==> config.mk <==
export PLATFORM = sky130hd
export DESIGN_NAME = text_input_normalizer
export DESIGN_NICKNAME = d
export VERILOG_FILES = /design/src/hdl/tin_pkg.sv /design/src/hdl/tin_front.sv /design/src/hdl/tin_fifo.sv /design/src/hdl/tin_back.sv /design/src/hdl/text_input_normalizer.sv
export VERILOG_INCLUDE_DIRS = /design/src /design/src/hdl
export SDC_FILE = /design/constraint.sdc
export NUM_CORES = 1
export LEC_CHECK = 0
export BUFFER_PORTS_ARGS = -buffer_cell sky130_fd_sc_hd__buf_2
export CORE_UTILIZATION = 49
export DETAILED_ROUTE_END_ITERATION = 16
export PLACE_DENSITY = 0.77
export SYNTH_ARGS = -nofsm -noshare
export SYNTH_HDL_FRONTEND = slang
export SYNTH_SLANG_ARGS = --single-unit
export TNS_END_PERCENT = 30
==> constraint.sdc <==
create_clock -name clock -period 15.9 [get_ports clock]
set_input_delay 1.59 -clock clock [delete_from_list [all_inputs] [get_ports clock]]
set_output_delay 1.59 -clock clock [all_outputs]
set_load 0.02 [all_outputs]
==> src/hdl/assert_macros.svh <==
// Assertion macros used by the RTL top level.
`ifndef ASSERT_MACROS_SVH
`define ASSERT_MACROS_SVH

// Property holds at every rising clock edge outside reset.
`define ASSERT_HOLDS(label, clk, rst, prop, msg) \
   label: assert property (@(posedge clk) disable iff (rst) (prop)) else $error(msg);

// Condition must never be seen outside reset.
`define ASSERT_NEVER(label, clk, rst, cond, msg) \
   label: assert property (@(posedge clk) disable iff (rst) !(cond)) else $error(msg);

`endif

==> src/hdl/tin_pkg.sv <==
// Shared types and constants of the text input normalizer.
`default_nettype none

package tin_pkg;

   typedef logic [1:0] kind_type;

   localparam kind_type KIND_DATA  = 2'd0;
   localparam kind_type KIND_END   = 2'd1;
   localparam kind_type KIND_ERROR = 2'd2;
   localparam kind_type KIND_BAD   = 2'd3;
   localparam kind_type STAT_OPEN  = 2'd0;

   localparam logic [7:0] CH_HT = 8'h09;
   localparam logic [7:0] CH_LF = 8'h0a;
   localparam logic [7:0] CH_CR = 8'h0d;
   localparam logic [7:0] CH_SP = 8'h20;
   localparam logic [7:0] BOM_A = 8'hef;
   localparam logic [7:0] BOM_B = 8'hbb;
   localparam logic [7:0] BOM_C = 8'hbf;

   localparam logic [31:0] RUN_MAX_DEF   = 32'd65535;
   localparam int          LINE_BITS_DEF = 32;
   localparam int          QUEUE_DEPTH   = 4;

   // One queued work entry: up to three bytes, then an optional mark.
   typedef struct packed {
      logic [2:0][7:0] bytes;
      logic [1:0]      nbytes;
      kind_type        tail;    // KIND_DATA means no mark
      logic            bom;
   } op_type;

   // One result word.
   typedef struct packed {
      logic [7:0]  data;
      kind_type    kind;
      logic [15:0] count;
      logic [31:0] line;
      logic        bom;
   } res_type;

endpackage

`default_nettype wire

==> src/hdl/tin_front.sv <==
// Front end: accepts raw words, handles the leading BOM window, builds queue entries.
`default_nettype none

module tin_front import tin_pkg::*; (
   input  logic       clock,
   input  logic       reset,
   input  logic       req_valid,
   output logic       req_ready,
   input  logic [7:0] req_raw_byte,
   input  logic [1:0] req_raw_kind,
   input  logic       q_full,
   output logic       push,
   output op_type     push_op
);

   logic       lead_done_ff, lead_done_in;
   logic [1:0] lead_cnt_ff, lead_cnt_in;
   logic       bom_ff, bom_in;
   logic [7:0] buf0_ff, buf1_ff;
   logic       accept;
   kind_type   kind;
   logic       bom_match;

   assign req_ready = !q_full;
   assign accept    = req_valid && req_ready;
   assign kind      = (req_raw_kind == KIND_BAD) ? KIND_ERROR : req_raw_kind;
   assign bom_match = (buf0_ff == BOM_A) && (buf1_ff == BOM_B) && (req_raw_byte == BOM_C);

   always_comb begin
      lead_done_in   = lead_done_ff;
      lead_cnt_in    = lead_cnt_ff;
      bom_in         = bom_ff;
      push           = 1'b0;
      push_op.bytes  = {req_raw_byte, buf1_ff, buf0_ff};
      push_op.nbytes = 2'd0;
      push_op.tail   = KIND_DATA;
      push_op.bom    = bom_ff;
      if (accept) begin
         if (lead_done_ff) begin
            push = 1'b1;
            if (kind == KIND_DATA) begin
               push_op.bytes  = {buf1_ff, buf0_ff, req_raw_byte};
               push_op.nbytes = 2'd1;
            end else begin
               push_op.tail = kind;
            end
         end else if (kind == KIND_DATA) begin
            if (lead_cnt_ff == 2'd2) begin
               lead_done_in = 1'b1;
               if (bom_match) begin
                  bom_in = 1'b1;
               end else begin
                  push           = 1'b1;
                  push_op.nbytes = 2'd3;
               end
            end else begin
               lead_cnt_in = lead_cnt_ff + 2'd1;
            end
         end else begin
            // mark inside the lead window: release held bytes, then the mark
            lead_done_in   = 1'b1;
            push           = 1'b1;
            push_op.nbytes = lead_cnt_ff;
            push_op.tail   = kind;
         end
      end
   end

   always_ff @(posedge clock) begin
      if (reset) begin
         lead_done_ff <= 1'b0;
         lead_cnt_ff  <= 2'd0;
         bom_ff       <= 1'b0;
      end else begin
         lead_done_ff <= lead_done_in;
         lead_cnt_ff  <= lead_cnt_in;
         bom_ff       <= bom_in;
      end
   end

   always_ff @(posedge clock) begin
      if (accept && !lead_done_ff && kind == KIND_DATA) begin
         if (lead_cnt_ff == 2'd0) begin
            buf0_ff <= req_raw_byte;
         end else if (lead_cnt_ff == 2'd1) begin
            buf1_ff <= req_raw_byte;
         end
      end
   end

endmodule

`default_nettype wire

==> src/hdl/tin_fifo.sv <==
// Short work queue between front and back end.
`default_nettype none

module tin_fifo import tin_pkg::*; (
   input  logic   clock,
   input  logic   reset,
   input  logic   push,
   input  op_type push_op,
   output logic   full,
   output logic   head_valid,
   output op_type head_op,
   input  logic   pop
);

   localparam int PtrW = $clog2(QUEUE_DEPTH);
   localparam int CntW = $clog2(QUEUE_DEPTH + 1);

   op_type            mem_ff [QUEUE_DEPTH];
   logic [PtrW-1:0]   wr_ptr_ff, rd_ptr_ff;
   logic [CntW-1:0]   count_ff;

   assign full       = (count_ff == CntW'(QUEUE_DEPTH));
   assign head_valid = (count_ff != '0);
   assign head_op    = mem_ff[rd_ptr_ff];

   always_ff @(posedge clock) begin
      if (reset) begin
         wr_ptr_ff <= '0;
         rd_ptr_ff <= '0;
         count_ff  <= '0;
      end else begin
         if (push) begin
            wr_ptr_ff <= (wr_ptr_ff == PtrW'(QUEUE_DEPTH - 1)) ? '0 : wr_ptr_ff + PtrW'(1);
         end
         if (pop) begin
            rd_ptr_ff <= (rd_ptr_ff == PtrW'(QUEUE_DEPTH - 1)) ? '0 : rd_ptr_ff + PtrW'(1);
         end
         if (push && !pop) begin
            count_ff <= count_ff + CntW'(1);
         end else if (pop && !push) begin
            count_ff <= count_ff - CntW'(1);
         end
      end
   end

   always_ff @(posedge clock) begin
      if (push) begin
         mem_ff[wr_ptr_ff] <= push_op;
      end
   end

endmodule

`default_nettype wire

==> src/hdl/tin_back.sv <==
// Back end: line break folding, whitespace runs, status, result hold and output register.
`default_nettype none

module tin_back import tin_pkg::*; #(
   parameter logic [31:0] RUN_MAX   = RUN_MAX_DEF,
   parameter int          LINE_BITS = LINE_BITS_DEF
) (
   input  logic    clock,
   input  logic    reset,
   input  logic    head_valid,
   input  op_type  head_op,
   output logic    head_pop,
   input  logic    rsp_ready,
   output logic    rsp_valid,
   output res_type rsp_res,
   output logic    rsp_last
);

   localparam logic [15:0] RunLimit =
      (RUN_MAX > 32'd65535) ? 16'hffff : RUN_MAX[15:0];
   localparam logic [LINE_BITS-1:0] LineMax = '1;

   typedef enum logic [1:0] {BP_NONE, BP_SKIP_LF, BP_SKIP_CR} brk_type;

   logic [15:0]          tab_ff, tab_in, space_ff, space_in;
   logic [LINE_BITS-1:0] line_ff, line_in, line_inc;
   kind_type             final_ff, final_in;
   brk_type              bp_ff, bp_in;
   logic                 prev_lf_ff, prev_lf_in;
   logic [1:0]           idx_ff, idx_in;
   logic                 hold_v_ff, hold_closed_ff, rsp_valid_ff;
   res_type              hold_ff, rsp_ff;
   logic                 rsp_last_ff;

   logic                 out_free, step_en, produce, done, move, advance;
   logic                 is_mark, last_elem, res_v;
   logic [7:0]           cur_byte, eb;
   res_type              res;
   logic [LINE_BITS+31:0] line_ext;

   assign out_free  = !rsp_valid_ff || rsp_ready;
   assign step_en   = head_valid && (!hold_v_ff || out_free);
   assign is_mark   = (idx_ff >= head_op.nbytes);
   assign cur_byte  = head_op.bytes[idx_ff];
   assign last_elem = is_mark ||
                      ((idx_ff == head_op.nbytes - 2'd1) && (head_op.tail == KIND_DATA));
   assign line_inc  = (line_ff == LineMax) ? line_ff : line_ff + LINE_BITS'(1);
   assign eb        = (cur_byte == CH_CR) ? CH_LF : cur_byte;
   assign line_ext  = {32'd0, line_in};

   // One step per cycle while step_en is high; each step yields at most one result.
   always_comb begin
      tab_in     = tab_ff;
      space_in   = space_ff;
      line_in    = line_ff;
      final_in   = final_ff;
      bp_in      = bp_ff;
      prev_lf_in = prev_lf_ff;
      advance    = 1'b0;
      res_v      = 1'b0;
      res.data   = 8'd0;
      res.kind   = KIND_DATA;
      res.count  = 16'd1;
      if (final_ff != STAT_OPEN) begin
         advance = 1'b1;
         if (idx_ff == 2'd0) begin
            res_v    = 1'b1;
            res.kind = final_ff;
         end
      end else if (!is_mark) begin
         if ((bp_ff == BP_SKIP_LF && cur_byte == CH_LF) ||
             (bp_ff == BP_SKIP_CR && cur_byte == CH_CR)) begin
            bp_in   = BP_NONE;
            advance = 1'b1;
         end else begin
            bp_in = (cur_byte == CH_CR) ? BP_SKIP_LF :
                    (cur_byte == CH_LF) ? BP_SKIP_CR : BP_NONE;
            prev_lf_in = (eb == CH_LF);
            case (eb)
               CH_HT: begin
                  advance  = 1'b1;
                  space_in = 16'd0;
                  if (tab_ff >= RunLimit) begin
                     tab_in   = 16'd0;
                     res_v    = 1'b1;
                     res.kind = KIND_ERROR;
                     final_in = KIND_ERROR;
                  end else begin
                     tab_in = tab_ff + 16'd1;
                  end
               end
               CH_SP: begin
                  advance = 1'b1;
                  if (space_ff >= RunLimit) begin
                     tab_in   = 16'd0;
                     space_in = 16'd0;
                     res_v    = 1'b1;
                     res.kind = KIND_ERROR;
                     final_in = KIND_ERROR;
                  end else begin
                     space_in = space_ff + 16'd1;
                  end
               end
               CH_LF: begin
                  advance  = 1'b1;
                  tab_in   = 16'd0;
                  space_in = 16'd0;
                  line_in  = line_inc;
                  res_v    = 1'b1;
                  res.data = CH_LF;
               end
               default: begin
                  // flush pending runs first, one per cycle while stepping
                  res_v = 1'b1;
                  if (tab_ff != 16'd0) begin
                     res.data  = CH_HT;
                     res.count = tab_ff;
                     tab_in    = 16'd0;
                  end else if (space_ff != 16'd0) begin
                     res.data  = CH_SP;
                     res.count = space_ff;
                     space_in  = 16'd0;
                  end else begin
                     res.data = eb;
                     advance  = 1'b1;
                  end
               end
            endcase
         end
      end else if (head_op.tail == KIND_END) begin
         tab_in   = 16'd0;
         space_in = 16'd0;
         res_v    = 1'b1;
         if (!prev_lf_ff) begin
            line_in    = line_inc;
            res.data   = CH_LF;
            prev_lf_in = 1'b1;
         end else begin
            res.kind = KIND_END;
            final_in = KIND_END;
            advance  = 1'b1;
         end
      end else begin
         res_v = 1'b1;
         if (tab_ff != 16'd0) begin
            res.data  = CH_HT;
            res.count = tab_ff;
            tab_in    = 16'd0;
         end else if (space_ff != 16'd0) begin
            res.data  = CH_SP;
            res.count = space_ff;
            space_in  = 16'd0;
         end else begin
            res.kind = KIND_ERROR;
            final_in = KIND_ERROR;
            advance  = 1'b1;
         end
      end
      res.line = line_ext[31:0];
      res.bom  = head_op.bom;
      idx_in   = advance ? (last_elem ? 2'd0 : idx_ff + 2'd1) : idx_ff;
   end

   assign produce  = step_en && res_v;
   assign done     = step_en && advance && last_elem;
   assign head_pop = done;
   // held result leaves on a free output once a later one exists or its item is complete
   assign move     = hold_v_ff && out_free && (hold_closed_ff || produce);

   always_ff @(posedge clock) begin
      if (reset) begin
         tab_ff         <= 16'd0;
         space_ff       <= 16'd0;
         line_ff        <= LINE_BITS'(1);
         final_ff       <= STAT_OPEN;
         bp_ff          <= BP_NONE;
         prev_lf_ff     <= 1'b0;
         idx_ff         <= 2'd0;
         hold_v_ff      <= 1'b0;
         hold_closed_ff <= 1'b0;
         rsp_valid_ff   <= 1'b0;
      end else begin
         if (step_en) begin
            tab_ff     <= tab_in;
            space_ff   <= space_in;
            line_ff    <= line_in;
            final_ff   <= final_in;
            bp_ff      <= bp_in;
            prev_lf_ff <= prev_lf_in;
            idx_ff     <= idx_in;
         end
         if (move) begin
            rsp_valid_ff <= 1'b1;
         end else if (rsp_ready) begin
            rsp_valid_ff <= 1'b0;
         end
         if (produce) begin
            hold_v_ff      <= 1'b1;
            hold_closed_ff <= done;
         end else begin
            if (move) begin
               hold_v_ff <= 1'b0;
            end
            if (done) begin
               hold_closed_ff <= 1'b1;
            end
         end
      end
   end

   always_ff @(posedge clock) begin
      if (produce) begin
         hold_ff <= res;
      end
      if (move) begin
         rsp_ff      <= hold_ff;
         rsp_last_ff <= hold_closed_ff;
      end
   end

   assign rsp_valid = rsp_valid_ff;
   assign rsp_res   = rsp_ff;
   assign rsp_last  = rsp_last_ff;

endmodule

`default_nettype wire

==> src/hdl/text_input_normalizer.sv <==
// Text input normalizer top level: front end, work queue, back end.
// A word giving one result passes the queue entry, the hold register and the output register before it shows on rsp.
// Throughput: one word per cycle while each word gives at most one result and rsp is not stalled; the
// back-end sequencer emits one result per cycle, so a word with more results holds it until its last result is made.
// Reset: synchronous, active high; clears all control state at once, no clearing pass.
`default_nettype none

module text_input_normalizer import tin_pkg::*; #(
   parameter logic [31:0] RUN_MAX   = RUN_MAX_DEF,
   parameter int          LINE_BITS = LINE_BITS_DEF
) (
   input  logic        clock,
   input  logic        reset,
   // raw input words
   input  logic        req_valid,
   output logic        req_ready,
   input  logic [7:0]  req_raw_byte,
   input  logic [1:0]  req_raw_kind,
   // result words
   output logic        rsp_valid,
   input  logic        rsp_ready,
   output logic [7:0]  rsp_out_byte,
   output logic [1:0]  rsp_out_kind,
   output logic [15:0] rsp_repeat_count,
   output logic [31:0] rsp_line_number,
   output logic        rsp_bom_seen,
   output logic        rsp_last_of_run
);

`include "assert_macros.svh"

   logic    q_full, q_push, q_pop, q_head_valid;
   op_type  q_push_op, q_head_op;
   res_type rsp_res;

   // Front: BOM window of three bytes, mark handling, one queue entry per word
   // (or none when the word only fills the window).
   tin_front u_front (
      .clock        (clock),
      .reset        (reset),
      .req_valid    (req_valid),
      .req_ready    (req_ready),
      .req_raw_byte (req_raw_byte),
      .req_raw_kind (req_raw_kind),
      .q_full       (q_full),
      .push         (q_push),
      .push_op      (q_push_op)
   );

   // Decouples the front from back-end stalls on multi-result words.
   tin_fifo u_fifo (
      .clock      (clock),
      .reset      (reset),
      .push       (q_push),
      .push_op    (q_push_op),
      .full       (q_full),
      .head_valid (q_head_valid),
      .head_op    (q_head_op),
      .pop        (q_pop)
   );

   // Back: CR/LF folding, tab and space runs, line count, sticky status.
   // A one-result hold stage tags the last result of each word before the
   // output register.
   tin_back #(
      .RUN_MAX   (RUN_MAX),
      .LINE_BITS (LINE_BITS)
   ) u_back (
      .clock      (clock),
      .reset      (reset),
      .head_valid (q_head_valid),
      .head_op    (q_head_op),
      .head_pop   (q_pop),
      .rsp_ready  (rsp_ready),
      .rsp_valid  (rsp_valid),
      .rsp_res    (rsp_res),
      .rsp_last   (rsp_last_of_run)
   );

   assign rsp_out_byte     = rsp_res.data;
   assign rsp_out_kind     = rsp_res.kind;
   assign rsp_repeat_count = rsp_res.count;
   assign rsp_line_number  = rsp_res.line;
   assign rsp_bom_seen     = rsp_res.bom;

   // End and error words carry no byte and a count of one.
   `ASSERT_HOLDS(a_mark_fields, clock, reset, rsp_valid && rsp_out_kind != KIND_DATA |-> rsp_repeat_count == 16'd1 && rsp_out_byte == 8'd0, "mark word with byte or count")
   // Only tab and space runs may repeat.
   `ASSERT_HOLDS(a_run_count, clock, reset, rsp_valid && rsp_out_kind == KIND_DATA && rsp_out_byte != CH_HT && rsp_out_byte != CH_SP |-> rsp_repeat_count == 16'd1, "non-run byte repeated")
   // Repeat count is never zero.
   `ASSERT_NEVER(a_count_zero, clock, reset, rsp_valid && rsp_repeat_count == 16'd0, "zero repeat count")
   // Once a BOM is reported it stays reported on every later word.
   `ASSERT_HOLDS(a_bom_sticky, clock, reset, rsp_valid && rsp_ready && rsp_bom_seen |=> !rsp_valid || rsp_bom_seen, "bom flag dropped")

endmodule

`default_nettype wire

==> run metrics <==
status=complete, no violations; Area Overhead vs Synth=12.17%; CTS tree=built; skew final=around 0.017 ns; Compound-Gate Fraction of Synth Area=between 10 and 15%; reg2reg setup slack=11.21 ns; Max stage delay cell, worst path=a21oi_1; worst hold start=u_back.hold_ff[4]$_DFFE_PP_; Tot GR Track Use=19.23%; commonest non-fill, non-tap cells in the layout=251 x edfxtp_1, 86 x dfxtp_1, 81 x nor2_1, 75 x buf_2, 70 x nand2_1; Syn Std Cell Area=15020 µm²; Port Buffers=between 70 and 80; min-delay worst type=flop to flop; Via Count=9850; Power Dens Cells=172.1 nW/µm²; hold buffers post-CTS=0; antenna cells=0; clk_lat worst skew=0.52 ns; commonest non-fill, non-tap cell in the layout=edfxtp_1; pin count of the biggest net entering global routing=65; gpl congestion=0.8808; yosys synthesis warning count=0; First DRT Iteration DRCs=843; die width=roughly 180 µm; post-cts sizing count=0; CP endpoint kind=flop; min Tclk post-route=4.783 ns; Cell Rows=63; Worst Path Class, Setup=input port to flop; DPL Wire Length=19580 µm; Core ar.=between 20000 and 30000 µm²; DR DRC count=0; area leader, netlist=edfxtp_1; first-pass GRT wire length=48140 µm; # Post-CTS Setup Buffers=0; Initial Utilization=about half; worst-margin pin slew=1.281 ns; Hold Path Depth=0; Seq/Total Area, Yosys=between 60% and 70%; capturing point of the worst reg2reg path=u_back.rsp_res[48]$_DFFE_PP_; post-synthesis simple-gate area fraction=13.83%; initial antenna violation count=0; share of the synthesized area in the top cell type=50.20%; largest family of logic cells by synthesized area=simple AND/OR/NAND/NOR gates; Slew Limit Fails=0; crit path max fanout=9; Slew Limit Headroom=12.37%; vias in the first global route=9190; Hold Vio Cnt, Final=0; Filler cells=2366; Fin Hold WS=0.4127 ns; H-tree Lvls=2; Final Net Count=roughly 1300; grt ovf=0; clock tree buffer depth=3; die span in y=177.1 µm; asr flop ratio synth=0%; fraction of layout cells with a size suffix above 1=approximately 17%; TritonCTS buffer count=35; Root Buffer=clkbuf_16; Yosys reg bits=between 300 and 400; Yosys cell types=75; Vias/cell=5.966; Sinks on Clock Net=between 300 and 400; post-synthesis cell count=1175; Post-Syn Nets=1207; # IOs=76; Achievable Freq=approximately 210 MHz; peak supply drop=0.1051 mV; total die area=31350 µm²; Post-Synth XOR/XNOR Area=around 2.3%; RSZ-0062 raised after global routing=false; Largest stage delay, worst path=0.91 ns; Post-synth EDFFs=251; Synth area leaders=edfxtp_1 50%, dfxtp_1 12%, mux4_2 3.1%; Tcrit/Tclk final=30.08%; R2R depth=9; Worst Hold End=u_back.rsp_res[4]$_DFFE_PP_; Lkg Pwr=about 5.7 nW; crit path DAT=~5.2 ns; aggregate routed wire length=around 30000 µm; WL/cell=between 15 and 20 µm; First-pass DRT Iterations=5; syn_area_per_cell=12.78 µm²; worst endpoint required time=16.33 ns; Synth Flop Type=edfxtp_1; multiplexer share of the synthesized area=6.716%; Critical Path, Cell by Cell=buf_2 -> or2_2 -> or4_1 -> nor4_1 -> nor2_1 -> a21oi_1 -> inv_1 -> ha_1 -> inv_1 -> fa_1 -> xor2_1 -> or3_1 -> a21oi_1; CP startpoint kind=input port; clk slew on worst S/H paths=0.06 ns; final setup fails=0; remaining antenna violation count=0; area share of fa/ha/maj cells after synthesis=roughly 1.5%; Total Neg Setup Slack=0 ns; Max Cap Viol=0
sequential cells by signal, indices dropped and copies added, names as in the netlist, 3 cells and up, named ones only:
| register | count |
|---|---|
| u_back.rsp_res | 59 |
| u_front.buf0_ff | 8 |
| u_back.tab_ff | 16 |
| u_back.hold_ff | 59 |
| u_front.buf1_ff | 8 |
| u_back.line_ff | 32 |
| u_back.space_ff | 16 |
| u_fifo.mem_ff | 116 |
| u_fifo.count_ff | 3 |
per-layer routing:
metal	vias to the layer above	global-route usage, %	wire length (µm)
met2	274	31.09	14390
li1	4703	-	-
met4	0	5.783	687
met1	4814	26.85	13570
met5	-	0	0
met3	59	2.771	1397
cell type report:
cell class / count / area (µm²) / share of cell area [%]
clock buffer: 46 / 927.1 / 5.504
clock inverter: 16 / 205.2 / 1.218
inverter: 22 / 82.58 / 0.4903
timing repair buffer: 86 / 457.9 / 2.719
tap: 390 / 488.0 / 2.897
sequential: 338 / 9280 / 55.10
multi-input combinational: 753 / 5403 / 32.08
worst max path at each step:
| stage | from | end | slack [ns] | cells past startpoint |
|---|---|---|---|---|
| floorplan | u_back.tab_ff[0]$_SDFFE_PP0P_ | u_back.rsp_last$_DFFE_PP_ | 9.06 | 9 |
| detailed placement | req_raw_kind[1] | u_fifo.count_ff[2]$_SDFFE_PP0P_ | 10.66 | 13 |
| finish | req_raw_kind[1] | u_fifo.count_ff[2]$_SDFFE_PP0P_ | 11.12 | 13 |
| global placement | req_raw_kind[1] | u_fifo.count_ff[2]$_SDFFE_PP0P_ | 10.81 | 13 |
| global route | req_raw_kind[1] | u_fifo.count_ff[2]$_SDFFE_PP0P_ | 10.88 | 13 |
| CTS | req_raw_kind[1] | u_fifo.count_ff[2]$_SDFFE_PP0P_ | 11.15 | 13 |
cells by family after synthesis:
group	after synthesis
XOR/XNOR	39
adder cells (fa/ha/maj)	18
flip-flops	338
AO/OA/AOI/OAI	234
multiplexers	71
AND/OR/NAND/NOR	391
buffers and inverters	84
worst max-delay path, delay by kind of cell:
| family | cells | cell delay [ns] |
|---|---|---|
| compound gates | 2 | 1.06 |
| xor+xnor | 1 | 0.08 |
| fa+ha+maj | 2 | 0.45 |
| buf+inv | 3 | 0.29 |
| simple gates | 5 | 1.73 |
power breakdown:
| group | switching (mW) | total, mW | internal [mW] |
|---|---|---|---|
| registers | 0.0552 | 1.24 | 1.19 |
| logic | 0.575 | 0.851 | 0.276 |
| clock network | 0.326 | 0.805 | 0.479 |
| total | 0.956 | 2.90 | 1.94 |
cell usage after synthesis, types with 14 or more instances:
cell type / n
a21oi_1: 60
a32o_1: 14
a221oi_1: 18
nor4_1: 22
o21ai_0: 31
mux2i_1: 22
clkbuf_1: 43
nand4_1: 19
nor3_1: 36
nor2_1: 82
xor2_1: 29
mux2_2: 28
nand3_1: 38
or3_1: 24
dfxtp_1: 87
o31ai_1: 18
nand2_1: 70
inv_1: 22
or4_1: 21
edfxtp_1: 251
ha_1: 17
mux4_2: 21
metrics by stage:
| stage | instance area [µm²] | instances | util [%] | worst slack, ns | power [mW] |
|---|---|---|---|---|---|
| global route | 16840 | 1651 | 56.38 | 10.88 | 3.040 |
| global placement | 15710 | 1589 | 52.59 | 10.81 | 2.085 |
| floorplan | 15020 | 1175 | - | 9.063 | 1.887 |
| finish | 16840 | 1651 | 56.38 | 11.12 | 2.899 |
| CTS | 16840 | 1651 | 56.38 | 11.15 | 2.919 |
| detailed placement | 15710 | 1589 | 52.59 | 10.66 | 2.111 |
Power figures use the tool's default switching activity.
